===== config.mk =====
export PLATFORM = sky130hd
export DESIGN_NAME = threshold_blob_centroid
export DESIGN_NICKNAME = d
export VERILOG_FILES = /design/src/rtl/tbc_pkg.sv /design/src/rtl/threshold_blob_centroid.sv /design/src/rtl/tbc_front.sv /design/src/rtl/tbc_queue.sv /design/src/rtl/tbc_divider.sv
export SDC_FILE = /design/constraint.sdc
export NUM_CORES = 1
export LEC_CHECK = 0
export BUFFER_PORTS_ARGS = -buffer_cell sky130_fd_sc_hd__buf_2
export CORE_MARGIN = 8
export CORE_UTILIZATION = 63
export CTS_CLUSTER_DIAMETER = 30
export DETAILED_ROUTE_END_ITERATION = 7
export HOLD_SLACK_MARGIN = 0.15
export PLACE_DENSITY = 0.8
export SETUP_SLACK_MARGIN = 0.3
export SYNTH_ARGS = -nofsm -noshare
export SYNTH_HDL_FRONTEND = slang
export SYNTH_SLANG_ARGS = --single-unit

===== constraint.sdc =====
create_clock -name clk -period 8.6 [get_ports clk]
set_input_delay 0.86 -clock clk [delete_from_list [all_inputs] [get_ports clk]]
set_output_delay 0.86 -clock clk [all_outputs]
set_load 0.05 [all_outputs]

===== src/rtl/tbc_pkg.sv =====
// Package for the thresholded blob centroid block.
// Holds sizes, gray-level weights and the per-frame sums record.
// No dependencies; every other file of the block imports it.
`default_nettype none

package tbc_pkg;

  localparam int MAX_WIDTH  = 2048;
  localparam int MAX_HEIGHT = 2048;
  localparam int FRAC_BITS  = 4;

  localparam int PIX_W   = 8;
  localparam int COL_W   = $clog2(MAX_WIDTH);
  localparam int ROW_W   = $clog2(MAX_HEIGHT);
  localparam int LIT_W   = $clog2(MAX_WIDTH * MAX_HEIGHT) + 1;
  localparam int SUM_W   = 33;
  localparam int COORD_W = 15;

  localparam logic [COL_W-1:0] COL_LAST  = COL_W'(MAX_WIDTH - 1);
  localparam logic [ROW_W-1:0] ROW_LAST  = ROW_W'(MAX_HEIGHT - 1);
  localparam logic [LIT_W-1:0] LIT_LIMIT = LIT_W'(MAX_WIDTH * MAX_HEIGHT);

  // BT.601 luma weights in 14-bit fixed point.
  localparam int WEIGHT_W   = 14;
  localparam int PROD_W     = PIX_W + WEIGHT_W;
  localparam int GRAY_SHIFT = 14;
  localparam logic [WEIGHT_W-1:0] W_RED   = WEIGHT_W'(4899);
  localparam logic [WEIGHT_W-1:0] W_GREEN = WEIGHT_W'(9617);
  localparam logic [WEIGHT_W-1:0] W_BLUE  = WEIGHT_W'(1868);
  localparam logic [PROD_W-1:0]   GRAY_ROUND = PROD_W'(8192);

  localparam logic [PIX_W-1:0] THRESHOLD_RESET = PIX_W'(200);

  // Queue of finished frame sums between accumulator and divider.
  localparam int QDEPTH = 4;
  localparam int QPTR_W = $clog2(QDEPTH);
  localparam int QCNT_W = $clog2(QDEPTH + 1);

  // Divider sizes.
  localparam int DIVD_W = SUM_W + FRAC_BITS;
  localparam int REM_W  = LIT_W;
  localparam int STEP_W = $clog2(COORD_W);

  typedef struct packed {
    logic [SUM_W-1:0] sum_x;
    logic [SUM_W-1:0] sum_y;
    logic [LIT_W-1:0] lit_count;
  } frame_sums_t;

endpackage

`default_nettype wire


===== src/rtl/threshold_blob_centroid.sv =====
// Thresholded blob centroid: pixels in at one per cycle, one centroid per frame.
// Path from an accepted frame_end beat to the ports: 2 front stages into the queue,
// 1 load, 15 divide steps (none when no pixel is lit), 1 result register.
// Throughput: one pixel per cycle; the divider takes one frame's sums at a time, so frames
// shorter than a divide, or an unpopped result, fill the 4-slot queue and stall input.
// Reset: synchronous, clears counters, queue and result valid; threshold returns to 200.
`default_nettype none

module threshold_blob_centroid (
  input  wire logic                        clk,
  input  wire logic                        rst,
  input  wire logic                        push,
  output logic                             full,
  input  wire logic [tbc_pkg::PIX_W-1:0]   blue,
  input  wire logic [tbc_pkg::PIX_W-1:0]   green,
  input  wire logic [tbc_pkg::PIX_W-1:0]   red,
  input  wire logic                        row_end,
  input  wire logic                        frame_end,
  output logic                             empty,
  input  wire logic                        pop,
  output logic [tbc_pkg::COORD_W-1:0]      centroid_x,
  output logic [tbc_pkg::COORD_W-1:0]      centroid_y,
  output logic                             light_found,
  input  wire logic                        cfg_we,
  input  wire logic [tbc_pkg::PIX_W-1:0]   cfg_wdata
);
  import tbc_pkg::*;

  // The front end takes a pixel beat every cycle unless full. Each frame leaves one
  // record of sums, which waits in the queue until the divider is free.
  // Frames still in the front pipeline have a queue slot reserved, so the
  // input reports full only when every slot is spoken for.
  logic              accept;
  logic              sums_push;
  frame_sums_t       sums;
  logic [1:0]        frames_in_flight;
  frame_sums_t       q_data;
  logic              q_valid;
  logic              q_pop;
  logic [QCNT_W-1:0] q_count;
  logic [QCNT_W:0]   reserved;

  assign reserved = (QCNT_W + 1)'(q_count) + (QCNT_W + 1)'(frames_in_flight);
  assign full     = reserved >= (QCNT_W + 1)'(QDEPTH);
  assign accept   = push && !full;

  tbc_front u_front (
    .clk              (clk),
    .rst              (rst),
    .accept           (accept),
    .blue             (blue),
    .green            (green),
    .red              (red),
    .row_end          (row_end),
    .frame_end        (frame_end),
    .cfg_we           (cfg_we),
    .cfg_wdata        (cfg_wdata),
    .sums_push        (sums_push),
    .sums             (sums),
    .frames_in_flight (frames_in_flight)
  );

  // Decouples the pixel rate from the per-frame divide.
  tbc_queue u_queue (
    .clk   (clk),
    .rst   (rst),
    .push  (sums_push),
    .wdata (sums),
    .pop   (q_pop),
    .rdata (q_data),
    .valid (q_valid),
    .count (q_count)
  );

  // The divider works on the next record while a finished result beat
  // still waits in its output register.
  tbc_divider u_divider (
    .clk         (clk),
    .rst         (rst),
    .q_valid     (q_valid),
    .q_data      (q_data),
    .q_pop       (q_pop),
    .empty       (empty),
    .pop         (pop),
    .centroid_x  (centroid_x),
    .centroid_y  (centroid_y),
    .light_found (light_found)
  );

`ifndef SYNTHESIS
  // A frame with no lit pixel reports zero coordinates.
  a_empty_frame_zero: assert property (@(posedge clk) disable iff (rst)
    (!empty && !light_found) |-> (centroid_x == '0 && centroid_y == '0))
    else $error("empty frame result has nonzero coordinates");

  // The slot reservation keeps the queue from overflowing.
  a_queue_no_overflow: assert property (@(posedge clk) disable iff (rst)
    (sums_push && !q_pop) |-> (q_count < QCNT_W'(QDEPTH)))
    else $error("frame sums pushed into a full queue");

  // The divider only takes a record that is there.
  a_pop_when_valid: assert property (@(posedge clk) disable iff (rst)
    q_pop |-> (q_count != '0))
    else $error("divider popped an empty queue");
`endif

endmodule

`default_nettype wire


===== src/rtl/tbc_front.sv =====
// Front end: gray conversion, threshold test and per-frame moment sums.
// Depends on tbc_pkg. Pushes one frame_sums_t record per frame.
`default_nettype none

module tbc_front (
  input  wire logic                      clk,
  input  wire logic                      rst,
  input  wire logic                      accept,
  input  wire logic [tbc_pkg::PIX_W-1:0] blue,
  input  wire logic [tbc_pkg::PIX_W-1:0] green,
  input  wire logic [tbc_pkg::PIX_W-1:0] red,
  input  wire logic                      row_end,
  input  wire logic                      frame_end,
  input  wire logic                      cfg_we,
  input  wire logic [tbc_pkg::PIX_W-1:0] cfg_wdata,
  output logic                           sums_push,
  output tbc_pkg::frame_sums_t           sums,
  output logic [1:0]                     frames_in_flight
);
  import tbc_pkg::*;

  logic [PIX_W-1:0] threshold;
  logic [COL_W-1:0] column_count;
  logic [ROW_W-1:0] row_count;

  logic              s1_valid, s1_fe;
  logic [COL_W-1:0]  s1_col;
  logic [ROW_W-1:0]  s1_row;
  logic [PROD_W-1:0] s1_prod_r, s1_prod_g, s1_prod_b;

  logic              s2_valid, s2_fe, s2_lit;
  logic [COL_W-1:0]  s2_col;
  logic [ROW_W-1:0]  s2_row;

  logic [LIT_W-1:0] lit_count, lit_count_next;
  logic [SUM_W-1:0] sum_of_columns, sum_of_columns_next;
  logic [SUM_W-1:0] sum_of_rows, sum_of_rows_next;

  logic [PROD_W-1:0] gray_sum;
  logic [PIX_W-1:0]  gray;
  logic              lit_add;

  assign gray_sum = s1_prod_r + s1_prod_g + s1_prod_b + GRAY_ROUND;
  assign gray     = gray_sum[PROD_W-1:GRAY_SHIFT];

  assign lit_add = s2_valid && s2_lit && (lit_count < LIT_LIMIT);
  assign lit_count_next      = lit_add ? lit_count + LIT_W'(1) : lit_count;
  assign sum_of_columns_next = lit_add ? sum_of_columns + SUM_W'(s2_col) : sum_of_columns;
  assign sum_of_rows_next    = lit_add ? sum_of_rows + SUM_W'(s2_row) : sum_of_rows;

  // The closing pixel is counted before its frame's record is formed.
  assign sums_push       = s2_valid && s2_fe;
  assign sums.sum_x      = sum_of_columns_next;
  assign sums.sum_y      = sum_of_rows_next;
  assign sums.lit_count  = lit_count_next;

  assign frames_in_flight = {1'b0, s1_valid && s1_fe} + {1'b0, s2_valid && s2_fe};

  always_ff @(posedge clk) begin
    if (rst) begin
      threshold    <= THRESHOLD_RESET;
      column_count <= '0;
      row_count    <= '0;
      s1_valid     <= 1'b0;
      s2_valid     <= 1'b0;
    end else begin
      if (cfg_we) begin
        threshold <= cfg_wdata;
      end
      s1_valid <= accept;
      s2_valid <= s1_valid;
      if (accept) begin
        if (frame_end) begin
          column_count <= '0;
          row_count    <= '0;
        end else if (row_end) begin
          column_count <= '0;
          if (row_count < ROW_LAST) begin
            row_count <= row_count + ROW_W'(1);
          end
        end else if (column_count < COL_LAST) begin
          column_count <= column_count + COL_W'(1);
        end
      end
    end
  end

  always_ff @(posedge clk) begin
    if (accept) begin
      s1_fe     <= frame_end;
      s1_col    <= column_count;
      s1_row    <= row_count;
      s1_prod_r <= PROD_W'(red) * PROD_W'(W_RED);
      s1_prod_g <= PROD_W'(green) * PROD_W'(W_GREEN);
      s1_prod_b <= PROD_W'(blue) * PROD_W'(W_BLUE);
    end
    if (s1_valid) begin
      s2_fe  <= s1_fe;
      s2_col <= s1_col;
      s2_row <= s1_row;
      s2_lit <= gray > threshold;
    end
  end

  always_ff @(posedge clk) begin
    if (rst) begin
      lit_count      <= '0;
      sum_of_columns <= '0;
      sum_of_rows    <= '0;
    end else if (sums_push) begin
      lit_count      <= '0;
      sum_of_columns <= '0;
      sum_of_rows    <= '0;
    end else begin
      lit_count      <= lit_count_next;
      sum_of_columns <= sum_of_columns_next;
      sum_of_rows    <= sum_of_rows_next;
    end
  end

endmodule

`default_nettype wire


===== src/rtl/tbc_queue.sv =====
// Short register queue of frame sums records between front and divider.
// Depends on tbc_pkg for the record type and depth.
`default_nettype none

module tbc_queue (
  input  wire logic                      clk,
  input  wire logic                      rst,
  input  wire logic                      push,
  input  wire tbc_pkg::frame_sums_t      wdata,
  input  wire logic                      pop,
  output tbc_pkg::frame_sums_t           rdata,
  output logic                           valid,
  output logic [tbc_pkg::QCNT_W-1:0]     count
);
  import tbc_pkg::*;

  frame_sums_t       slots [QDEPTH];
  logic [QPTR_W-1:0] wr_ptr, rd_ptr;
  logic              do_pop;

  assign valid  = count != '0;
  assign rdata  = slots[rd_ptr];
  assign do_pop = pop && valid;

  always_ff @(posedge clk) begin
    if (rst) begin
      wr_ptr <= '0;
      rd_ptr <= '0;
      count  <= '0;
    end else begin
      if (push) begin
        wr_ptr <= wr_ptr + QPTR_W'(1);
      end
      if (do_pop) begin
        rd_ptr <= rd_ptr + QPTR_W'(1);
      end
      if (push && !do_pop) begin
        count <= count + QCNT_W'(1);
      end else if (do_pop && !push) begin
        count <= count - QCNT_W'(1);
      end
    end
  end

  always_ff @(posedge clk) begin
    if (push) begin
      slots[wr_ptr] <= wdata;
    end
  end

endmodule

`default_nettype wire


===== src/rtl/tbc_divider.sv =====
// Back end: restoring divider for both centroid coordinates and result register.
// Depends on tbc_pkg. One quotient bit per cycle for x and y in parallel.
`default_nettype none

module tbc_divider (
  input  wire logic                        clk,
  input  wire logic                        rst,
  input  wire logic                        q_valid,
  input  wire tbc_pkg::frame_sums_t        q_data,
  output logic                             q_pop,
  output logic                             empty,
  input  wire logic                        pop,
  output logic [tbc_pkg::COORD_W-1:0]      centroid_x,
  output logic [tbc_pkg::COORD_W-1:0]      centroid_y,
  output logic                             light_found
);
  import tbc_pkg::*;

  typedef enum logic [1:0] {ST_IDLE, ST_DIV, ST_DONE} state_t;

  state_t             state;
  logic [LIT_W-1:0]   divisor;
  logic [REM_W-1:0]   rem_x, rem_y, rem_x_next, rem_y_next;
  logic [COORD_W-1:0] quo_x, quo_y;
  logic [STEP_W-1:0]  step;
  logic               found;
  logic               out_valid;
  logic [REM_W:0]     trial_x, trial_y, diff_x, diff_y;
  logic               ge_x, ge_y;
  logic [DIVD_W-1:0]  dividend_x, dividend_y;
  logic               load_ok;

  assign dividend_x = DIVD_W'(q_data.sum_x) << FRAC_BITS;
  assign dividend_y = DIVD_W'(q_data.sum_y) << FRAC_BITS;

  assign trial_x = {rem_x, quo_x[COORD_W-1]};
  assign trial_y = {rem_y, quo_y[COORD_W-1]};
  assign diff_x  = trial_x - {1'b0, divisor};
  assign diff_y  = trial_y - {1'b0, divisor};
  assign ge_x    = trial_x >= {1'b0, divisor};
  assign ge_y    = trial_y >= {1'b0, divisor};
  assign rem_x_next = ge_x ? diff_x[REM_W-1:0] : trial_x[REM_W-1:0];
  assign rem_y_next = ge_y ? diff_y[REM_W-1:0] : trial_y[REM_W-1:0];

  assign q_pop   = (state == ST_IDLE) && q_valid;
  assign empty   = !out_valid;
  assign load_ok = !out_valid || pop;

  always_ff @(posedge clk) begin
    if (rst) begin
      state     <= ST_IDLE;
      out_valid <= 1'b0;
    end else begin
      // A new result beat may replace the one popped in the same cycle.
      if (state == ST_DONE && load_ok) begin
        out_valid <= 1'b1;
      end else if (pop && out_valid) begin
        out_valid <= 1'b0;
      end
      case (state)
        ST_IDLE: begin
          if (q_valid) begin
            divisor <= q_data.lit_count;
            found   <= q_data.lit_count != '0;
            rem_x   <= REM_W'(dividend_x[DIVD_W-1:COORD_W]);
            rem_y   <= REM_W'(dividend_y[DIVD_W-1:COORD_W]);
            step    <= STEP_W'(COORD_W - 1);
            if (q_data.lit_count != '0) begin
              quo_x <= dividend_x[COORD_W-1:0];
              quo_y <= dividend_y[COORD_W-1:0];
              state <= ST_DIV;
            end else begin
              quo_x <= '0;
              quo_y <= '0;
              state <= ST_DONE;
            end
          end
        end
        ST_DIV: begin
          rem_x <= rem_x_next;
          rem_y <= rem_y_next;
          quo_x <= {quo_x[COORD_W-2:0], ge_x};
          quo_y <= {quo_y[COORD_W-2:0], ge_y};
          step  <= step - STEP_W'(1);
          if (step == '0) begin
            state <= ST_DONE;
          end
        end
        ST_DONE: begin
          if (load_ok) begin
            centroid_x  <= quo_x;
            centroid_y  <= quo_y;
            light_found <= found;
            state       <= ST_IDLE;
          end
        end
        default: begin
          state <= ST_IDLE;
        end
      endcase
    end
  end

endmodule

`default_nettype wire

# --- Word-level counts from Yosys, hierarchy flattened ---
# Memory sizes are Yosys's and may differ from the RTL's. A register that Yosys moved wholly into a read port is not among the register bits.
# Index checks and enable logic that the tools add are counted.
totals:
  ff_bits: 373
  ramBits: 356
  in_bits: 39
  out_inout_bits: 33
  n_memories: 1
classes:
  add_sub_neg: 17
  multipliers: 3
  order_cmp: 7
  n_eq_ne: 5
  muxes: 36
  bitwise_logic: 1
  n_reduce_logical: 33
mem_list:
  columns: ["memory", "words", "width", "rd", "rd_ports_with_merged_regs", "wr", "line", "text"]
  rows:
  - ["u_queue.slots", 4, 89, 1, 1, 1, "tbc_queue.sv:17", "frame_sums_t slots [QDEPTH];"]
ops:
  columns: ["operator", "count"]
  rows:
  - ["23-bit two-way mux", 5]
  - ["23-bit case mux with 2 select lines", 2]
  - ["33-bit by 11-bit adder with 33-bit output", 2]
  - ["11-bit two-way mux", 6]
  - ["33-bit two-way mux", 2]
  - ["15-bit two-way mux", 4]
  - ["15-bit case mux with 2 select lines", 2]
  - ["24-bit by 23-bit >= comparator with 1-bit output", 2]
  - ["23-bit subtractor", 2]
  - ["23-bit by 1-bit adder with 23-bit output, second input constant", 1]
  - ["23-bit less-than comparator, second input constant", 1]
  - ["23-bit nonzero test", 1]
  - ["11-bit by 1-bit adder with 11-bit output, second input constant", 2]
  - ["21-bit by 22-bit adder with 22-bit output", 1]
  - ["22-bit by 14-bit adder with 22-bit output, second input constant", 1]
  - ["22-bit by 19-bit adder with 22-bit output", 1]
  - ["11-bit less-than comparator, second input constant", 2]
  - ["8-bit by 14-bit multiplier with 22-bit output, second input constant", 1]
  - ["8-bit by 13-bit multiplier with 21-bit output, second input constant", 1]
  - ["8-bit by 9-bit multiplier with 17-bit output, second input constant", 1]
  - ["3-bit AND reduction", 5]
  - ["2-bit two-way mux", 6]
  - ["1-bit logical AND", 11]
  - ["2-bit nonzero test", 5]
  - ["other kinds (24)", 35]

# --- Depth between registers and ports, before layout ---
# Gate-level depths: netlist of run 1.
logic_depth:
  depth_word: 7
  mapped_depth: 20
  depth_no_buf: 20

# --- Cells and area by module ---
# From an unflattened synthesis of run 1, not the netlist that was laid out.
hier_totals:
  hier_cells: 2885
  hier_area_um2: 37009.2
modules_own_cells:
  columns: ["module", "n_inst", "cells_each", "area_each_um2", "seq_area_each_um2"]
  rows:
  - ["tbc_front", 1, 1597, 15750.1, 5635.4]
  - ["tbc_queue", 1, 508, 13249.0, 10870.4]
  - ["tbc_divider", 1, 775, 7976.4, 4113.9]
  - ["threshold_blob_centroid", 1, 5, 33.8, 0.0]

# --- Worst setup path after synthesis of run 1 ---
# No wires, ideal clock.
synth_path:
  path_kind: "input-to-reg"
  startpoint: "in rst"
  endpoint: "reg u_divider.state[0]"
  setup_time_ns: 0.084
  arrival_ns: 7.529
  required_ns: 8.516
  setup_slack_ns: 0.987
  stages: 2
  n_path_buf: 0
  path_cell_list: "a211oi_1 -> o311a_1"
synth_lines:
  columns: ["element", "line", "text"]
  rows:
  - ["from (decl)", "threshold_blob_centroid.sv:11", "input wire logic rst,"]
  - ["to (signal assigned)", "tbc_divider.sv:51", "state <= ST_IDLE;"]
  - ["to (signal assigned)", "tbc_divider.sv:71", "state <= ST_DIV;"]
  - ["to (signal assigned)", "tbc_divider.sv:75", "state <= ST_DONE;"]
  - ["to (decl)", "tbc_divider.sv:21", "state_t state;"]

# --- Final worst setup path of run 1 ---
layout_path:
  startpoint: "reg u_divider.quo_y[14]"
  endpoint: "reg u_divider.rem_y[17], data pin"
layout_via:
  elab_chain_cells: 3
  elab_cells_between_ends: 4
  classes_between: "add/sub (1); order compare (1); mux (2)"
layout_rtl:
  columns: ["element", "line", "text"]
  rows:
  - ["from (decl)", "tbc_divider.sv:24", "logic [COORD_W-1:0] quo_x, quo_y;"]
  - ["from (signal assigned)", "tbc_divider.sv:70", "quo_y <= dividend_y[COORD_W-1:0];"]
  - ["from (signal assigned)", "tbc_divider.sv:83", "quo_y <= {quo_y[COORD_W-2:0], ge_y};"]
  - ["23-bit subtractor or 24-bit by 23-bit >= comparator with 1-bit output (tied branches)", "tbc_divider.sv:39, tbc_divider.sv:41", null]
  - ["23-bit two-way mux (*)", "tbc_divider.sv:43", "assign rem_y_next = ge_y ? diff_y[REM_W-1:0] : trial_y[REM_W-1:0];"]
  - ["23-bit case mux with 2 select lines (*)", "tbc_divider.sv:60", "case (state)"]
  - ["to (signal assigned)", "tbc_divider.sv:66", "rem_y <= REM_W'(dividend_y[DIVD_W-1:COORD_W]);"]
  - ["to (signal assigned)", "tbc_divider.sv:81", "rem_y <= rem_y_next;"]
  - ["to (decl)", "tbc_divider.sv:23", "logic [REM_W-1:0] rem_x, rem_y, rem_x_next, rem_y_next;"]
# Mark *: on every way between the ends. The rest lies on a longest branch, timed or not.
# A chain may end at the register's enable or synchronous reset.

==> summary.txt, run 1 <==
Status
  – Status: completed

Place
  – Hpwl dp: 52400 um
  – Port-buffer cells: 71
  – Place WS: 3720 ps
  – Final GP Congestion: 0.909

Logic synthesis
  – Syn Area/Cell: 12.9 um^2
  – Post-Syn Area: 0.0371 mm^2
  – Yosys top cell by area: edfxtp_1
  – Synth top area cells: edfxtp_1 48%, ha_1 9.1%, dfxtp_1 7.2%
  – Mapped Nets: 3240
  – Mapped Cells: 2864
  – Sequential area share after synthesis: 0.556
  – EDFF count, synth: 598
  – Yosys top cell area share: 0.484
  – Post-synthesis register bit count: 731
  – Ys Warns: 0
  – Synth Flop Type: edfxtp_1
  – Ys async rst share: 0
  – Synth cell types: 83

Detailed routing
  – Drt drc: 0
  – Drt first pass iters: 8
  – Wire length per cell: 21.0 um
  – Total Wirelength: 81300 um
  – Initial drt markers: 1974
  – Post-DR vias/cell: 6.01
  – Via count: 23216
  – Antenna-violating nets left: 0

STA
  – Final WS setup: 4180 ps
  – Final setup viols: 0
  – RSZ-0062 raised after global routing: false
  – WHS: 412 ps
  – Fin crit period: 4420 ps
  – Slew Limit Fails: 0
  – Least-Margin Pin Slew: 1320 ps
  – Layout Skew: 42.3 ps
  – Final setup TNS: 0 ps
  – Final-report hold violation count: 0
  – Fin crit share: 0.514
  – Max Freq: 226 MHz
  – Relative slew slack: 0.121

Hold path
  – WHS Path Cells: 0
  – Min-delay src: u_front.s1_row[1]
  – Worst Hold Class: reg2reg
  – Hold EP: u_front.s2_row[1]

Floorplanning
  – Die area: 0.0669 mm^2
  – Die height: 259 um
  – Ports: 72
  – DIE WIDTH: 259 um
  – Core area: 0.0586 mm^2
  – Cell row count: 89
  – Starting density of the core: 0.633

Worst setup path
  – Worst R2R Path Depth: 11
  – Critical path fanouts, max: 23
  – R2R Path End: u_divider.rem_y[17]
  – CP required: 9110 ps
  – R2R Setup Slk: 4180 ps
  – CP Capture Type: flip-flop
  – R2R Path Start: u_divider.quo_y[14]
  – Critical path class: reg2reg
  – CP Data Arrival Time: 4920 ps
  – Critical Path Source Type: flip-flop

CTS
  – # resized after CTS: 0
  – Clock Tree Root: clkbuf_16
  – Setup Buffers After CTS: 0
  – CTS Buffer Depth: 3
  – CTS tree: built
  – CTS H-tree lvls: 3
  – # clock sinks: 731
  – Clk_lat worst skew: 680 ps
  – Hold_buf cts: 0
  – CTS clk-pin slew, worst paths: 60 ps
  – Num CTS Buffers: 121

Global route
  – Largest net degree at the start of global routing: 84
  – Total track usage: 0.243
  – Initial antenna violation count: 0
  – Global route total overflow: 0
  – Vias in the first global route: 24112
  – First-pass GRT wire length: 129000 um

Final layout
  – Area delta synth->final: 14.5%
  – FILL cells: 3644
  – Layout Nets: 3361
  – Proportion of layout cells with a drive suffix above 1: 0.136
  – N_diodes: 0

Power and ir drop
  – Leakage power: 17.4 nW
  – VDD IR-drop max: 0.000305 V
  – Power per Cell Area: 341 mW/mm^2

Run
  – Max-cap violations: 0
[layer usage]
layer,global-route usage,part of all wire,vias up
met3,0.0414,0.063,178
met5,0,0,-
met1,0.308,0.41,11511
li1,-,-,10684
met2,0.415,0.50,843
met4,0.0989,0.033,0
[logic make-up after synthesis]
kind of cell | share of synthesized area
simple gates | 0.0917
xor+xnor | 0.0420
compound gates | 0.0750
fa+ha+maj | 0.127
flops | 0.556
mux | 0.0663
buf+inv | 0.0418
[report_power, final]
group | switching (mW) | internal [mW]
sequential | 0.225 | 4.41
combinational | 2.83 | 2.01
clock | 1.78 | 3.23
total | 4.84 | 9.66
[area by class of cell]
class | instances | area [um^2] | share of cell area
Clock buffer | 136 | 3130 | 0.0736
Clock inverter | 92 | 1210 | 0.0284
Inverter | 284 | 1070 | 0.0251
Multi-Input combinational cell | 1757 | 15000 | 0.352
Sequential cell | 731 | 20600 | 0.486
Tap cell | 773 | 967 | 0.0228
Timing Repair Buffer | 90 | 498 | 0.0117
[cell usage in the layout, fill, tap and decap left out, drive strengths merged, types with 24 or more instances in the layout]
master  Yosys  final
a21o       59     59
a21oi      93     93
a31oi      31     31
and2       83     83
and3       24     24
buf        30     90
clkbuf     62    136
clkinv      0     32
dfxtp     133    133
edfxtp    598    598
fa         66     66
ha        271    271
inv       284    308
mux2i      37     37
mux4       89     89
nand2     232    232
nand3      59     59
nand4      36     36
nor2      129    129
nor3       25     25
o21ai     109    109
xnor2     109    109
xor2       69     69
[state kept, by name, indices dropped and copies added (netlist names), 15 cells and up, named ones only]
name	flops
u_divider.centroid_x	15
u_divider.centroid_y	15
u_divider.divisor	23
u_divider.quo_x	15
u_divider.quo_y	15
u_divider.rem_x	23
u_divider.rem_y	23
u_front.lit_count	23
u_front.s1_prod_b	17
u_front.s1_prod_g	22
u_front.s1_prod_r	21
u_front.sum_of_columns	33
u_front.sum_of_rows	33
u_queue.slots	356
[synthesized netlist by cell type (all sizes together) (5+ instances only)]
library cell and n:
a211oi 11, a21boi 6, a21o 59, a21oi 93, a31o 5, a31oi 31, a41oi 8, and2 83
and3 24, and4 11, buf 30, clkbuf 62, dfxtp 133, edfxtp 598, fa 66, ha 271
inv 284, mux2i 37, mux4 89, nand2 232, nand2b 17, nand3 59, nand4 36, nor2 129
nor2b 10, nor3 25, nor3b 8, nor4 14, o211a 7, o211ai 14, o21a 20, o21ai 109
o21bai 17, o311ai 5, o31ai 8, or2 14, or3 22, xnor2 109, xor2 69
[critical path, stage by stage (launching register included)]
cell and delay [ps]:
edfxtp_1 530, inv_1 80, ha_1 240, fa_1 400, nand2b_1 160, a21boi_1 170, o21a_1 240, o211ai_1 180
a311oi_2 640, or2_1 860, nand2_1 430, o211ai_1 300
[worst max path at each step]
stage                             start               endpoint  slack, ps  depth (start not counted)
detailed placement              blue[5]  u_front.s1_prod_b[17]       3720                         16
CTS                 u_divider.quo_y[14]    u_divider.rem_y[17]       4280                         11
global route        u_divider.quo_y[14]    u_divider.rem_y[17]       3940                         11
finish              u_divider.quo_y[14]    u_divider.rem_y[17]       4180                         11
global placement                blue[5]  u_front.s1_prod_b[17]       3760                         16
floorplan                           rst     u_divider.state[0]        990                          2
[through the flow]
step / util / instances / power, mW / area, um^2
finish: 0.725 / 3863 / 14.5 / 42500
detailed placement: 0.651 / 3635 / 9.40 / 38100
CTS: 0.725 / 3863 / 14.5 / 42500
global route: 0.725 / 3863 / 15.3 / 42500
floorplan: - / 2864 / 8.35 / 37100
global placement: 0.651 / 3635 / 9.21 / 38100
No activity file was read; power rests on OpenSTA's default activity.
==> run 2, diff against run 1 <==
- CORE_UTILIZATION: 63 -> 57
- PLACE_DENSITY: 0.8 -> 0.76
- clock period: 8.6 -> 3.9 ns (I/O delays scaled with it)
==> run 2 against run 1 <==
- the run now ends with negative setup slack left
- cell area increased by 2.3%
- final cell count increased by 4.2%
- via count increased by 0.42%
- non-clock buffer count increased by 83
- largest power group is now combinational logic
==> summary.txt, run 2 (synthesis results as in run 1) <==
Status
  – Status: finished with violations
  – Failing checks: negative setup slack

Worst setup path
  – Worst R2R Path Depth: 19
  – Critical Path Source Type: flip-flop
  – CP required: 4290 ps
  – CP Capture Type: flip-flop
  – R2R Path Start: u_front.s1_prod_g[11]
  – R2R Setup Slk: -70 ps
  – Slowest stage delay, CP: 430 ps
  – Critical path class: reg2reg
  – CP Data Arrival Time: 4370 ps
  – R2R Path End: u_front.s2_lit
  – Critical path fanouts, max: 3
  – Slowest cell on the critical path: fa_1
  – Worst path cell trace: inv_1, fa_1, inv_1, ha_4, ha_4, nand3_4, o22ai_4, nor3_2, a211o_1, o21ai_2, and2_4, o21ai_2, a21oi_2, ha_1, a21o_1, a21o_1, a21oi_2, o21ai_1, o21a_1

STA
  – WHS: 189 ps
  – Fin crit period: 3970 ps
  – Max Freq: 252 MHz
  – Slew Limit Fails: 0
  – Final setup viols: 1
  – RSZ-0062 raised after global routing: true
  – Layout Skew: 23.6 ps
  – Least-Margin Pin Slew: 1150 ps
  – Relative slew slack: 0.222
  – Fin crit share: 1.02
  – Final WS setup: -72.6 ps
  – Final-report hold violation count: 0

Floorplanning
  – Die height: 271 um
  – Core area: 0.0643 mm^2
  – Ports: 72
  – DIE WIDTH: 271 um
  – Starting density of the core: 0.576
  – Cell row count: 93
  – Die area: 0.0735 mm^2

Power and ir drop
  – Power per Cell Area: 753 mW/mm^2
  – Switching power: 11.0 mW
  – Sw Ratio: 0.336
  – Power share of the clock group: 0.321
  – Power share of the sequential group: 0.311
  – Combinational share of power: 0.368
  – VDD IR-drop max: 0.000732 V
  – P_int: 21.7 mW
  – Leakage power: 17.7 nW

Final layout
  – Layout Nets: 3442
  – N_diodes: 0
  – FILL cells: 4332
  – Top reg by flops: u_queue.slots
  – Highest-count cells in the layout ignoring fill and taps: 598 x edfxtp_1, 277 x inv_1, 256 x ha_1, 231 x nand2_1, 131 x dfxtp_1
  – Max reg flops: 356
  – Area delta synth->final: 17.2%
  – Final core utilization: 0.675
  – Proportion of layout cells with a drive suffix above 1: 0.168
  – Biggest regs: u_queue.slots: 356 flops, u_front.sum_of_columns: 33 flops, u_front.sum_of_rows: 33 flops
  – Most common cell after layout, fill and taps aside: edfxtp_1

Run
  – Max-cap violations: 0

Place
  – Final GP Congestion: 0.896
  – Hpwl dp: 54300 um
  – Port-buffer cells: 71

Global route
  – Total track usage: 0.218
  – Initial antenna violation count: 2
  – Global route total overflow: 0
  – First-pass GRT wire length: 128000 um
  – Vias in the first global route: 24143
  – Largest net degree at the start of global routing: 82

CTS
  – CTS H-tree lvls: 3
  – Num CTS Buffers: 119
  – CTS clk-pin slew, worst paths: 50 ps
  – Clock Tree Root: clkbuf_16
  – CTS Buffer Depth: 3
  – CTS tree: built
  – Clk_lat worst skew: 650 ps
  – # clock sinks: 731

Detailed routing
  – Antenna-violating nets left: 0
  – Wire length per cell: 20.2 um
  – Post-DR vias/cell: 5.79
  – Drt first pass iters: 5
  – Initial drt markers: 1912
  – Drt drc: 0
  – Via count: 23313
  – Total Wirelength: 81200 um

Hold path
  – Hold EP: u_front.s1_prod_b[3]
  – Min-delay src: blue[1]
  – WHS Path Cells: 2
  – Worst Hold Class: in2reg
[run 2: changes by cell type in the layout (fill, tap and decap cells not counted), moves of 5 or more]
cell / previous run / this run
a21oi_1: 89 / 83
buf_12: 0 / 9
inv_1: 282 / 277
a21oi_2: 4 / 9
ha_1: 271 / 256
clkbuf_8: 2 / 8
o21ai_0: 106 / 101
dlygate4sd3_1: 0 / 20
buf_4: 19 / 74
clkinv_2: 9 / 20
ha_4: 0 / 13
bufinv_16: 19 / 13
[run 2: worst max-delay path, delay by kind of cell (launching register included)]
family / cells / cell delay, ps
AOI/OAI and AO/OA: 10 / 1600
adders and majority gates: 4 / 1190
buffers and inverters: 2 / 210
DFF: 1 / 370
and+or+nand+nor: 3 / 370
[run 2: stage by stage]
stage / setup slack, ps / TNS [ps] / total power, mW / std cells / area, um^2
floorplan: 88.3 / 0 / 18.5 / 2864 / 37200
global placement: -198 / -533 / 20.8 / 3772 / 38800
detailed placement: -212 / -600 / 21.1 / 3772 / 38800
CTS: 26.5 / 0 / 32.2 / 4019 / 43300
global route: -241 / -241 / 34.6 / 4025 / 43400
finish: -72.6 / -72.6 / 32.7 / 4025 / 43400
[run 2: worst max-delay path by stage]
stage	from	endpoint	cells after the start
2_1_floorplan	blue[4]	u_front.s1_prod_b[17]	14
3_3_place_gp	blue[4]	u_front.s1_prod_b[18]	15
3_5_place_dp	blue[4]	u_front.s1_prod_b[17]	15
4_1_cts	u_front.s1_prod_b[9]	u_front.s2_lit	18
5_1_grt	u_front.s1_prod_g[11]	u_front.s2_lit	20
6_report	u_front.s1_prod_g[11]	u_front.s2_lit	19
[run 2: power by group through the flow]
stage | logic, mW | clock network [mW] | registers, mW
after floorplan | 8.37 | 0 | 10.1
after global placement | 10.5 | 0 | 10.3
after detailed placement | 10.8 | 0 | 10.3
after CTS | 11.4 | 10.6 | 10.2
after global routing | 13.3 | 10.9 | 10.3
final | 12.0 | 10.5 | 10.2
[run 2: timing repair]
action | in CTS | in global routing
hold buffers | 20 | 0
gates resized for setup | 16 | 23
pin swaps | 17 | 15
endpoints found under the setup margin | 5 | 60
hold endpoints to repair | 17 | 0
setup buffers | 2 | 6
[run 2: metal layers]
layer  share of wire  routed length (um)  global-route usage
met3           0.059                4770              0.0418
met2            0.50               40300               0.372
met1            0.41               33500               0.274
met5         0.00016                  13                   0
met4           0.031                2550              0.0803
[run 2: area by class of cell]
cell class,instances,area (um^2),share of cell area
inverter,284,1080,0.0249
clock buffer,138,3150,0.0725
multi-input combinational,1757,15300,0.352
timing repair buffer,173,1290,0.0296
sequential,731,20600,0.475
tap,855,1070,0.0246
clock inverter,87,935,0.0215
